<file path="src/hdl/first_fit_arena_allocator_core_defines.svh">
// Assertion macros used by the allocator core RTL.
`ifndef FIRST_FIT_ARENA_ALLOCATOR_CORE_DEFINES_SVH
`define FIRST_FIT_ARENA_ALLOCATOR_CORE_DEFINES_SVH

// Checks a property on every clock edge outside reset.
`define FFA_ASSERT(label, prop) \
  label: assert property (@(posedge clk_i) disable iff (!rst_ni) (prop)) \
    else $error("allocator check failed");

// Checks that a condition implies another one in the next cycle.
`define FFA_ASSERT_NEXT(label, cond, nxt) \
  label: assert property (@(posedge clk_i) disable iff (!rst_ni) (cond) |=> (nxt)) \
    else $error("allocator sequencing check failed");

`endif

</file>
<file path="src/hdl/ffa_table.sv">
// Block table memory with one write port and one registered read port.
`default_nettype none
module ffa_table #(
  parameter int DEPTH = 256,
  parameter int IDX_W = 8,
  parameter int ENT_W = 14
) (
  input  wire logic             clk_i,
  input  wire logic             we_i,
  input  wire logic [IDX_W-1:0] waddr_i,
  input  wire logic [ENT_W-1:0] wdata_i,
  input  wire logic [IDX_W-1:0] raddr_i,
  output logic      [ENT_W-1:0] rdata_o
);
  logic [ENT_W-1:0] mem_q [DEPTH];

  always_ff @(posedge clk_i) begin
    if (we_i) begin
      mem_q[waddr_i] <= wdata_i;
    end
    rdata_o <= mem_q[raddr_i];
  end
endmodule
`default_nettype wire

</file>
<file path="config.mk">
export PLATFORM = sky130hd
export DESIGN_NAME = ffa_table
export DESIGN_NICKNAME = d
export VERILOG_FILES = /design/src/hdl/first_fit_arena_allocator_core_defines.svh /design/src/hdl/ffa_table.sv
export SDC_FILE = /design/constraint.sdc
export NUM_CORES = 2
export LEC_CHECK = 0
export BUFFER_PORTS_ARGS = -buffer_cell sky130_fd_sc_hd__buf_2
export CELL_PAD_IN_SITES_DETAIL_PLACEMENT = 1
export CELL_PAD_IN_SITES_GLOBAL_PLACEMENT = 1
export CORE_MARGIN = 2
export CORE_UTILIZATION = 53
export CTS_CLUSTER_DIAMETER = 80
export DETAILED_ROUTE_END_ITERATION = 8
export PLACE_DENSITY = 0.76
export SYNTH_ARGS = -nofsm -noshare
export SYNTH_HDL_FRONTEND = slang
export SYNTH_SLANG_ARGS = --single-unit
</file>
<file path="constraint.sdc">
create_clock -name clk_i -period 3.2 [get_ports clk_i]
set_clock_uncertainty 0.1 [all_clocks]
set_input_delay 0 -clock clk_i [delete_from_list [all_inputs] [get_ports clk_i]]
set_output_delay 0 -clock clk_i [all_outputs]
set_load 0.03 [all_outputs]
</file>
==> results.toml <==
[outcome]
status = "finished, violations left"
violations = "capacitance limit, slew limit, setup timing"

[place]
place_inst = 9996
pre_cts_ws_ns = -0.5614
gp_congestion = 0.8648
port_buffers = 45
place_hpwl_microns = 245000

[detailed_routing]
drt_first_iter_violations = 10960
vias = 71650
routed_via_density = 6.699
first_pass_iters = 6
drc = 0
ant_nets = 0
routedWlPerCell_microns = 37.91
drt_wl_total_microns = 405400

[timing]
tightest_slew_ns = 1.493
finalHoldViolations = 0
fin_ws_ns = -0.09123
tns_ns = -0.1338
setup_viol = 2
drv_slew = 1
period_share = 1.029
slew_headroom = -0.003378
rsz0062_at_grt = "false"
timing.fmax_mhz = 303.8
period_needed_ns = 3.291

[power]
switching_share = 0.2172
power_w = 0.1002
intPower_w = 0.07842
p_clk_frac = 0.424
power.density_nw_per_um2 = 627.4
p_leak_nw = 51.11
p_switching_w = 0.02175
seqPwrFrac = 0.520
p_comb_frac = 0.056
vdd_drop_max_uv = 643.0

[yosys]
ys_seq_elements = 3598
syn-instance-count = 6142
synth_fp_nets = 6174
syn_avg_cell_area_sq_um = 22.60
synth_async_sr_flop_share = 0
synth_cell_types = 58
synth_edf_count = 3584
synth_ff_type = "edfxtp_1"
synth_warnings = 0
ys_seq_area_frac = 0.7773
syn_area_sq_um = 138800

[worst_setup_path]
end_kind = "flip-flop"
critPathLaunchType = "input port"
cp.depth = 11
path_max_fanout = 30
max_stage_delay_ns = 1.23
worstRegToRegCells = 5
crit_chain = "dlygate4sd3_1 -> buf_8 -> buf_12 -> buf_4 -> buf_4 -> mux4_2 -> nor2b_1 -> a211oi_1 -> a211oi_1 -> nor4_2 -> a211oi_2"
cp.required_ns = 3.90
arrival_ns = 4.00
crit_family = "buffers and inverters"
cpMaxStageDelayCell = "nor4_2"
setup.worst_path.class = "in2reg"
worst-path-buf-inv = 5

[floorplan]
row_count = 187
initial_core_util = 0.5340
coreArea_sq_um = 259900
die_y_microns = 515.8
die_w_microns = 515.8
io_pins = 46
dieArea_sq_um = 266000

[global_route]
antenna_found_initial = 28
track_usage = 0.3076
grt_pass1_vias = 74440
globalRoute.totalOverflow = 0
grt_start_max_net_pins = 153
grt_pass1_wl_microns = 574500

[flow_run]
drv_cap = 1

[clocking]
cts_tree = "done"
clkLatencyLatePin_ns = 1.00
cts_made_buffers = 371
clockBufferDepth = 4
clk_pin_slew_worst_paths_ns = 0.06
cts_sinks = 3598
cts_setup_buffers = 0
root_buffer = "clkbuf_16"
h-tree-depth = 5

[finish]
layout.nets = 6941
layout_common_cells = "3584 x edfxtp_1, 859 x mux4_2, 596 x buf_4, 375 x clkbuf_16, 299 x nor2_1"
drive_above_1_share = 0.3008
area_growth_pct = 15.00
fin_cells = 10700
layout_commonest_cell = "edfxtp_1"

[min_path]
min_path_cells = 2
hp-class = "in2reg"
## metal layers
layer  global-route usage  wire [microns]  vias to the layer above
li1                     -               -                    27660
met1               0.4158          146500                    38160
met2               0.4884          195400                     4941
met3              0.06495           43900                      874
met4               0.1338           19560                       16
met5                    0              97                        -
## Yosys cell counts (all sizes together) (2+ instances only)
cell type / number / area [sq um]
o31ai: 6 / 45.04
or2: 9 / 56.30
a221oi: 22 / 249.0
mux2: 10 / 112.6
and3b: 2 / 17.52
o2bb2a: 5 / 50.05
nand3b: 3 / 22.52
a32o: 5 / 50.05
buf: 224 / 1829
a22o: 28 / 245.2
a2bb2oi: 6 / 52.55
nand3: 34 / 170.2
a211oi: 68 / 525.5
o21ai: 29 / 145.1
a21oi: 74 / 370.4
nand4: 9 / 56.30
edfxtp: 3584 / 107600
o221ai: 60 / 525.5
dfxtp: 14 / 280.3
a22oi: 92 / 690.7
mux4: 867 / 19560
nor2b: 36 / 225.2
o2bb2ai: 5 / 43.79
or3b: 2 / 17.52
nor4: 28 / 225.2
nor2: 301 / 1130
nand2: 61 / 229.0
and3: 2 / 12.51
mux2i: 290 / 2903
nor3: 22 / 125.1
a311oi: 7 / 61.31
a31oi: 6 / 37.54
nand2b: 7 / 43.79
a32oi: 7 / 61.31
inv: 2 / 7.510
o21bai: 15 / 112.6
clkbuf: 145 / 544.3
and2: 14 / 87.58
o22ai: 33 / 206.5
## kinds of logic (layout without fill, tap and decap cells)
logic type / count (synthesis) / count (layout) / share of synthesized area
AOI/OAI and AO/OA: 475 / 475 / 0.02546
buffers and inverters: 371 / 1416 / 0.01715
DFF: 3598 / 3598 / 0.7773
muxes: 1167 / 1167 / 0.1626
other: 0 / 13 / 0
and+or+nand+nor: 531 / 531 / 0.01748
## cell type report
class / instances / area, sq um
diodes: 13 / 32.53
clock buffers: 449 / 9712
clock inverters: 202 / 1973
fillers: 21070 / 100300
inverters: 2 / 10.01
multi-input cells: 2173 / 28630
flip-flops and latches: 3598 / 107900
well taps: 3496 / 4374
repair buffers: 763 / 7010
## per-stage QoR
stage | hold WS [ns] | cell area, sq um | util
3_5_place_dp | 0.3261 | 147500 | 0.5676
2_1_floorplan | -0.001131 | 138800 | -
6_report | 0.008649 | 159600 | 0.6142
5_1_grt | 0.01542 | 159600 | 0.6141
4_1_cts | 0.001267 | 159600 | 0.6140
3_3_place_gp | 0.3285 | 147500 | 0.5676
## path summary, 6_finish.rpt
| kind | start | endpoint | slack [ns] |
|---|---|---|---|
| worst max register to register | mem_q[71][10] | rdata_o[10] | -0.06 |
| worst min register to register | mem_q[148][13] | rdata_o[13] | 1.08 |
| worst max-delay path | raddr_i[2] | rdata_o[10] | -0.09 |
| worst min-delay path | wdata_i[1] | mem_q[90][1] | 0.009 |
## power by group through the flow
| stage | registers [W] | clock network [W] | logic (W) |
|---|---|---|---|
| global route | 0.0520 | 0.0443 | 0.00574 |
| detailed placement | 0.0531 | 0 | 0.00539 |
| finish | 0.0521 | 0.0425 | 0.00558 |
| global placement | 0.0531 | 0 | 0.00521 |
| CTS | 0.0521 | 0.0428 | 0.00552 |
| floorplan | 0.0531 | 0 | 0.00257 |
## what timing repair did
item | CTS | global route
gates resized for setup | 1 | 1
endpoints found under the hold margin | 5112 | 0
endpoints found under the setup margin | 1 | 1
hold buffers | 35 | 0
## flip-flops by register name, indices dropped and copies added (netlist names)
| signal | flops |
|---|---|
| mem_q | 3584 |
| rdata_o | 14 |
(Power assumes the default switching activity.)
